===== config.mk =====
export PLATFORM = sky130hd
export DESIGN_NAME = rotation_matrix_to_quaternion_unit
export DESIGN_NICKNAME = d
export VERILOG_FILES = /design/src/design/rmq_pkg.sv /design/src/design/rmq_sqrt_pipe.sv /design/src/design/rotation_matrix_to_quaternion_unit.sv
export SDC_FILE = /design/constraint.sdc
export NUM_CORES = 2
export LEC_CHECK = 0
export BUFFER_PORTS_ARGS = -buffer_cell sky130_fd_sc_hd__buf_2
export CAP_MARGIN = 20
export CORE_ASPECT_RATIO = 1.5
export CORE_MARGIN = 4
export CORE_UTILIZATION = 50
export CTS_CLUSTER_SIZE = 10
export DETAILED_ROUTE_END_ITERATION = 12
export GPL_TIMING_DRIVEN = 0
export PLACE_DENSITY = 0.66
export SLEW_MARGIN = 20
export SYNTH_ARGS = -nofsm -noshare
export SYNTH_HDL_FRONTEND = slang
export SYNTH_SLANG_ARGS = --single-unit

===== constraint.sdc =====
create_clock -name clk -period 12.5 [get_ports clk]
set_clock_uncertainty 0.1 [all_clocks]
set_input_delay 0 -clock clk [delete_from_list [all_inputs] [get_ports clk]]
set_output_delay 0 -clock clk [all_outputs]
set_load 0.01 [all_outputs]

===== src/design/rmq_pkg.sv =====
// Shared types and constants for the rotation matrix to quaternion unit.
// No dependencies; used by the top level.
package rmq_pkg;

  // Port widths of matrix entries and quaternion components
  localparam int IN_W   = 16;
  localparam int QW_W   = 15;
  localparam int QXYZ_W = 16;

  // Side-band that travels alongside the square-root pipeline
  typedef struct packed {
    logic valid;
    logic neg_x;
    logic neg_y;
    logic neg_z;
  } rmq_tag_t;

endpackage


===== src/design/rmq_sqrt_pipe.sv =====
// Pipelined integer square root, one root bit resolved per register stage.
// Standalone; instantiated by rotation_matrix_to_quaternion_unit.
module rmq_sqrt_pipe #(
  parameter int ROOT_W = 16
) (
  input  logic                  clk,
  input  logic [2*ROOT_W-1:0]   rad,
  output logic [ROOT_W-1:0]     root
);

  localparam int RAD_W = 2 * ROOT_W;
  localparam int REM_W = ROOT_W + 2;

  logic [RAD_W-1:0]  rad_q  [0:ROOT_W];
  logic [REM_W-1:0]  rem_q  [0:ROOT_W];
  logic [ROOT_W-1:0] root_q [0:ROOT_W];

  // Stage zero takes the radicand with an empty remainder and root
  assign rad_q[0]  = rad;
  assign rem_q[0]  = '0;
  assign root_q[0] = '0;

  for (genvar k = 0; k < ROOT_W; k++) begin : g_stage
    logic [REM_W-1:0] rem_sh;
    logic [REM_W-1:0] trial;
    logic             ge;

    // Bring down two radicand bits and test the next root bit
    assign rem_sh = {rem_q[k][REM_W-3:0], rad_q[k][RAD_W-1:RAD_W-2]};
    assign trial  = {root_q[k], 2'b01};
    assign ge     = (rem_sh >= trial);

    // Advance remainder, root and radicand one stage
    always_ff @(posedge clk) begin
      rem_q[k+1]  <= ge ? (rem_sh - trial) : rem_sh;
      root_q[k+1] <= {root_q[k][ROOT_W-2:0], ge};
      rad_q[k+1]  <= {rad_q[k][RAD_W-3:0], 2'b00};
    end
  end

  assign root = root_q[ROOT_W];

endmodule


===== src/design/rotation_matrix_to_quaternion_unit.sv =====
// Rotation matrix to quaternion, copysign form, fully pipelined.
// Each accepted matrix passes from start to done through one input stage,
// one square-root stage per root bit, and one output stage.
// Throughput: one matrix per cycle; busy is high only during reset and the cycle after.
// Reset (rst, synchronous) clears the in-flight valid bits; results cannot stall.
module rotation_matrix_to_quaternion_unit #(
  parameter int FRAC_BITS = 14
) (
  input  logic                            clk,
  input  logic                            rst,
  input  logic                            start,
  output logic                            busy,
  input  logic signed [rmq_pkg::IN_W-1:0] r00,
  input  logic signed [rmq_pkg::IN_W-1:0] r01,
  input  logic signed [rmq_pkg::IN_W-1:0] r02,
  input  logic signed [rmq_pkg::IN_W-1:0] r10,
  input  logic signed [rmq_pkg::IN_W-1:0] r11,
  input  logic signed [rmq_pkg::IN_W-1:0] r12,
  input  logic signed [rmq_pkg::IN_W-1:0] r20,
  input  logic signed [rmq_pkg::IN_W-1:0] r21,
  input  logic signed [rmq_pkg::IN_W-1:0] r22,
  output logic                            done,
  output logic [rmq_pkg::QW_W-1:0]        quat_w,
  output logic signed [rmq_pkg::QXYZ_W-1:0] quat_x,
  output logic signed [rmq_pkg::QXYZ_W-1:0] quat_y,
  output logic signed [rmq_pkg::QXYZ_W-1:0] quat_z
);

  localparam int IN_W   = rmq_pkg::IN_W;
  localparam int SUM_W  = ((FRAC_BITS > 17) ? FRAC_BITS : 17) + 2;
  localparam int MAG_W  = SUM_W - 1;
  localparam int ROOT_W = (MAG_W + FRAC_BITS + 1) / 2;
  localparam int RAD_W  = 2 * ROOT_W;
  localparam int EXT_W  = (ROOT_W > rmq_pkg::QXYZ_W) ? ROOT_W : rmq_pkg::QXYZ_W;
  localparam int LAT    = ROOT_W + 2;

  localparam logic signed [SUM_W-1:0] ONE_SUM = {{(SUM_W-1){1'b0}}, 1'b1} << FRAC_BITS;
  localparam logic [EXT_W-1:0]        ONE_EXT = {{(EXT_W-1){1'b0}}, 1'b1} << FRAC_BITS;

  // Halve the root and clamp at 1.0
  function automatic logic [EXT_W-1:0] half_sat(input logic [ROOT_W-1:0] rt);
    logic [EXT_W-1:0] h;
    h = EXT_W'(rt >> 1);
    if (h > ONE_EXT) begin
      h = ONE_EXT;
    end
    return h;
  endfunction

  // Clamp a signed sum at zero and scale it into a radicand
  function automatic logic [RAD_W-1:0] to_rad(input logic signed [SUM_W-1:0] s);
    logic [RAD_W-1:0] r;
    if (s <= 0) begin
      r = '0;
    end else begin
      r = RAD_W'({s[MAG_W-1:0], {FRAC_BITS{1'b0}}});
    end
    return r;
  endfunction

  logic                      accept;
  logic signed [SUM_W-1:0]   e00, e11, e22;
  logic signed [SUM_W-1:0]   sum_w, sum_x, sum_y, sum_z;
  logic [RAD_W-1:0]          rad_w, rad_x, rad_y, rad_z;
  logic [ROOT_W-1:0]         root_w, root_x, root_y, root_z;
  logic [EXT_W-1:0]          mag_w, mag_x, mag_y, mag_z;
  rmq_pkg::rmq_tag_t         tag_in;
  rmq_pkg::rmq_tag_t         tag_q [0:ROOT_W];

  assign accept = start && !busy;

  // Hold busy for one cycle out of reset
  always_ff @(posedge clk) begin
    busy <= rst;
  end

  // Form the four diagonal combinations
  assign e00   = {{(SUM_W-IN_W){r00[IN_W-1]}}, r00};
  assign e11   = {{(SUM_W-IN_W){r11[IN_W-1]}}, r11};
  assign e22   = {{(SUM_W-IN_W){r22[IN_W-1]}}, r22};
  assign sum_w = ONE_SUM + e00 + e11 + e22;
  assign sum_x = ONE_SUM + e00 - e11 - e22;
  assign sum_y = ONE_SUM - e00 + e11 - e22;
  assign sum_z = ONE_SUM - e00 - e11 + e22;

  assign tag_in.valid = accept;
  assign tag_in.neg_x = (r21 < r12);
  assign tag_in.neg_y = (r02 < r20);
  assign tag_in.neg_z = (r10 < r01);

  // Register the clamped radicands
  always_ff @(posedge clk) begin
    rad_w <= to_rad(sum_w);
    rad_x <= to_rad(sum_x);
    rad_y <= to_rad(sum_y);
    rad_z <= to_rad(sum_z);
  end

  // Advance valid and sign bits alongside the root stages
  always_ff @(posedge clk) begin
    if (rst) begin
      for (int i = 0; i <= ROOT_W; i++) begin
        tag_q[i] <= '0;
      end
    end else begin
      tag_q[0] <= tag_in;
      for (int i = 1; i <= ROOT_W; i++) begin
        tag_q[i] <= tag_q[i-1];
      end
    end
  end

  rmq_sqrt_pipe #(.ROOT_W(ROOT_W)) u_sqrt_w (.clk(clk), .rad(rad_w), .root(root_w));
  rmq_sqrt_pipe #(.ROOT_W(ROOT_W)) u_sqrt_x (.clk(clk), .rad(rad_x), .root(root_x));
  rmq_sqrt_pipe #(.ROOT_W(ROOT_W)) u_sqrt_y (.clk(clk), .rad(rad_y), .root(root_y));
  rmq_sqrt_pipe #(.ROOT_W(ROOT_W)) u_sqrt_z (.clk(clk), .rad(rad_z), .root(root_z));

  assign mag_w = half_sat(root_w);
  assign mag_x = half_sat(root_x);
  assign mag_y = half_sat(root_y);
  assign mag_z = half_sat(root_z);

  // Drop the strobe on reset
  always_ff @(posedge clk) begin
    if (rst) begin
      done <= 1'b0;
    end else begin
      done <= tag_q[ROOT_W].valid;
    end
  end

  // Apply signs and register the result transfer
  always_ff @(posedge clk) begin
    quat_w <= mag_w[rmq_pkg::QW_W-1:0];
    quat_x <= tag_q[ROOT_W].neg_x ? -mag_x[rmq_pkg::QXYZ_W-1:0] : mag_x[rmq_pkg::QXYZ_W-1:0];
    quat_y <= tag_q[ROOT_W].neg_y ? -mag_y[rmq_pkg::QXYZ_W-1:0] : mag_y[rmq_pkg::QXYZ_W-1:0];
    quat_z <= tag_q[ROOT_W].neg_z ? -mag_z[rmq_pkg::QXYZ_W-1:0] : mag_z[rmq_pkg::QXYZ_W-1:0];
  end

  // Every accepted matrix yields exactly one result after the pipeline latency
  a_in_to_out: assert property (@(posedge clk) disable iff (rst)
    accept |-> ##LAT done)
    else $error("accepted matrix produced no result");

  a_out_from_in: assert property (@(posedge clk) disable iff (rst)
    done |-> $past(accept, LAT))
    else $error("result strobe without matching transfer");

  a_busy_reset: assert property (@(posedge clk)
    rst |=> busy && !done)
    else $error("busy or done wrong after reset");

endmodule


==> results.yml <==
flow_run:
  maxCapViolations: 0
power_and_ir_drop:
  p_leak_uw: 0.0400
  powerDensity_nw_per_um2: 255
  ir_drop_v: 0.000126
yosys:
  synth-adder-area-share: 0.127
  syn_avg_cell_area_sq_um: 10.0
  muxShareOfSynthArea: 0.0209
  ys.flop_type: "dfxtp_1"
  yosysSeqAreaShare: 0.490
  ys_types: 83
  postSynthCellCount: 7536
  yosys_warnings: 0
  ys_seq_elements: 1845
  synth_top_family_by_area: "simple AND/OR/NAND/NOR gates"
  synth-edff-count: 0
  netlist_area_sq_um: 75300
  yosys.area_share.simple: 0.131
  synth_compound_area_frac: 0.114
  synth_xor_area_frac: 0.0723
  async_reset_ff_frac: 0
global_route:
  gr-total-overflow: 0
  globalRouteTotalUtil: 0.168
  antenna_found_initial: 1
  grt_pass1_wl_um: 228000
  grt_pass1_vias: 52400
  grt_start_max_net_pins: 17
detailed_routing:
  drc: 0
  routed_wl_um: 133000
  drtIter0Drc: 1747
  antenna_left: 0
  drt-vias-per-instance: 5.08
  first_pass_iters: 5
  wl_per_cell_um: 13.3
  vias: 50900
cts:
  cts_root_buf: "clkbuf_16"
  clkSinkCount: 1845
  cts-buffers-inserted: 202
  post_cts_buffers: 0
  ctsHoldBuffers: 107
  clkSlewWorstSetupHoldPaths_ns: 0.05
  max-clock-path-buffers: 3
  htree_levels: 4
  tritoncts: "built"
  clkLatencyLatePin_ns: 0.79
  post_cts_resized: 0
timing:
  post-route-min-period_ns: 5.05
  period_share: 0.404
  hold_ws_ns: 0.0612
  fin_tns_setup_ns: 0
  rsz0062_at_grt: "no"
  final-hold-violation-count: 0
  fmax_ghz: 0.198
  setup_violations: 0
  slew_headroom: 0.345
  drv_slew: 0
  worst_slew_pin_slew_ns: 0.970
worst_setup_path:
  timing.rr.start: "u_sqrt_w.g_stage[12].trial[2]$_DFF_P_"
  cp_max_fo: 8
  r2r_cells: 12
  setup.worst_path.end_class: "flop"
  cp_data_required_time_ns: 13.07
  critPathArrivalTime_ns: 5.62
  criticalPathCategory: "input port to flop"
  cp-start-kind: "input port"
  reg2reg_slack_ns: 8.43
  r2r-end: "u_sqrt_w.g_stage[13].rem_sh[13]$_DFF_P_"
hold_path:
  hp-start: "r00[3]"
  hold_path_depth: 5
  hold_class: "input port to flop"
  min_to: "rad_w[18]$_SDFF_PP0_"
die:
  pin_count: 212
  die_h_um: 483
  rows: 174
  initial_core_util: 0.503
  coreArea_sq_um: 150000
  dieArea_sq_um: 157000
  dieWidth_um: 325
place:
  portBuffers: 211
  place_hpwl_um: 103000
  gp_congestion: 0.916
cells_and_area:
  fill_cells: 12900
  drive_above_1_share: 0.0799
  num-nets-final: 8916
  syn2layout_area_growth_pct: 13.1
status:
  status: "finished, final reports clean"
placed cells by master, fill, tap and decap left out, types with 22 or more instances in the layout:
cell type      instances
a2111oi_0             23
a211oi_1              35
a21boi_0              40
a21o_1               146
a21oi_1              376
a31oi_1               41
and2_1                45
and3_1                36
buf_2                212
clkbuf_1              97
clkbuf_16            207
dfxtp_1             1845
dlygate4sd3_1        107
fa_1                  89
ha_1                 619
inv_1                791
mux2_2               129
nand2_1              402
nand2b_1              80
nand3_1              102
nand3b_1              25
nand4_1               45
nor2_1               520
nor2b_1              163
nor3_1               221
nor3b_1               22
nor4_1                97
o21a_1               108
o21ai_0              334
o21bai_1              39
o31ai_1               59
or2_2                 53
or3_1                 49
or4_1                 36
xnor2_1              319
xor2_1               303
critical path, stage by stage:
cell           delay, ns
dlygate4sd3_1       0.55
buf_2               0.19
nor3_1              0.25
xnor2_1             0.15
fa_1                0.39
dlygate4sd3_1       0.59
ha_1                0.36
a2111oi_0           0.52
o21ai_0             0.26
a31o_2              0.30
maj3_1              0.42
a21oi_1             0.43
a211oi_1            0.22
o22ai_2             0.36
nor2_1              0.09
dlygate4sd3_1       0.55
layer usage:
| metal | routed length [um] | share of wire | global-route usage | up-vias |
|---|---|---|---|---|
| li1 | - | - | - | 26400 |
| met1 | 50300 | 0.38 | 0.160 | 23400 |
| met2 | 72800 | 0.55 | 0.339 | 723 |
| met3 | 4170 | 0.031 | 0.0284 | 354 |
| met4 | 6090 | 0.046 | 0.0863 | 0 |
| met5 | 0 | 0 | 0 | - |
where the power goes:
part | switching (uW) | internal, uW
Combinational | 3830 | 3570
Sequential | 1180 | 8210
Clock | 2040 | 2890
Total | 7050 | 14700
cell families after synthesis:
logic type | count (synthesis)
AO/OA/AOI/OAI | 1352
XOR/XNOR | 622
adder cells (fa/ha/maj) | 711
buffers and inverters | 902
flip-flops | 1845
multiplexers | 141
other | 1
AND/OR/NAND/NOR | 1962
worst max-delay path by stage:
stage,startpoint,endpoint,depth (start not counted)
5_1_grt,r00[2],rad_y[20]$_SDFF_PP0_,16
2_1_floorplan,r00[0],rad_z[22]$_SDFF_PP0_,18
3_3_place_gp,r00[0],rad_z[14]$_SDFF_PP0_,19
4_1_cts,r00[1],rad_y[20]$_SDFF_PP0_,16
6_report,r00[2],rad_y[20]$_SDFF_PP0_,16
3_5_place_dp,r00[0],rad_y[24]$_SDFF_PP0_,16
layout make-up:
| cell class | count | area, sq um | share of cell area |
|---|---|---|---|
| tap | 1936 | 2420 | 0.0284 |
| sequential | 1845 | 36900 | 0.434 |
| buffer | 103 | 388 | 0.00455 |
| timing repair buffer | 318 | 2130 | 0.0250 |
| clock buffer | 211 | 5200 | 0.0611 |
| multi-input combinational | 4792 | 35000 | 0.411 |
| inverter | 799 | 3000 | 0.0352 |
| antenna | 1 | 2.50 | 0.0000294 |
| clock inverter | 8 | 85.1 | 0.000999 |
through the flow:
step / worst slack [ns] / area [sq um] / utilization / power [uW] / instances
2_1_floorplan: 8.56 / 75300 / - / 15100 / 7539
3_3_place_gp: 7.60 / 78800 / 0.526 / 16600 / 9686
3_5_place_dp: 7.55 / 78800 / 0.526 / 16900 / 9686
4_1_cts: 7.60 / 85200 / 0.569 / 22000 / 10000
5_1_grt: 7.09 / 85200 / 0.569 / 23400 / 10000
6_report: 7.45 / 85200 / 0.569 / 21700 / 10000
registers in the layout, summed over array words and instances (netlist names), 16 cells and up:
register and cells:
rad_w 18, quat_z 16, u_sqrt_y.g_stage.rem_sh 219, u_sqrt_w.g_stage.trial 120, rad_y 18, quat_x 16, u_sqrt_z.rad_q 56, u_sqrt_w.rad_q 56
u_sqrt_y.rad_q 56, tag_q 68, rad_x 18, u_sqrt_z.g_stage.trial 120, u_sqrt_x.g_stage.rem_sh 219, u_sqrt_y.g_stage.trial 120, u_sqrt_x.rad_q 56, u_sqrt_x.g_stage.trial 120
u_sqrt_w.g_stage.rem_sh 219, u_sqrt_z.g_stage.rem_sh 219, rad_z 18, quat_y 16
synth_stat cells (129+ instances only):
| cell | number | area share |
|---|---|---|
| a21oi_1 | 376 | 0.025 |
| dfxtp_1 | 1845 | 0.49 |
| nand2_1 | 402 | 0.020 |
| xnor2_1 | 319 | 0.037 |
| mux2_2 | 129 | 0.019 |
| inv_1 | 791 | 0.039 |
| a21o_1 | 146 | 0.015 |
| nor2b_1 | 163 | 0.014 |
| xor2_1 | 303 | 0.035 |
| ha_1 | 619 | 0.10 |
| nor3_1 | 221 | 0.015 |
| o21ai_0 | 334 | 0.022 |
| nor2_1 | 520 | 0.026 |
No activity file was read; power rests on OpenSTA's default activity.
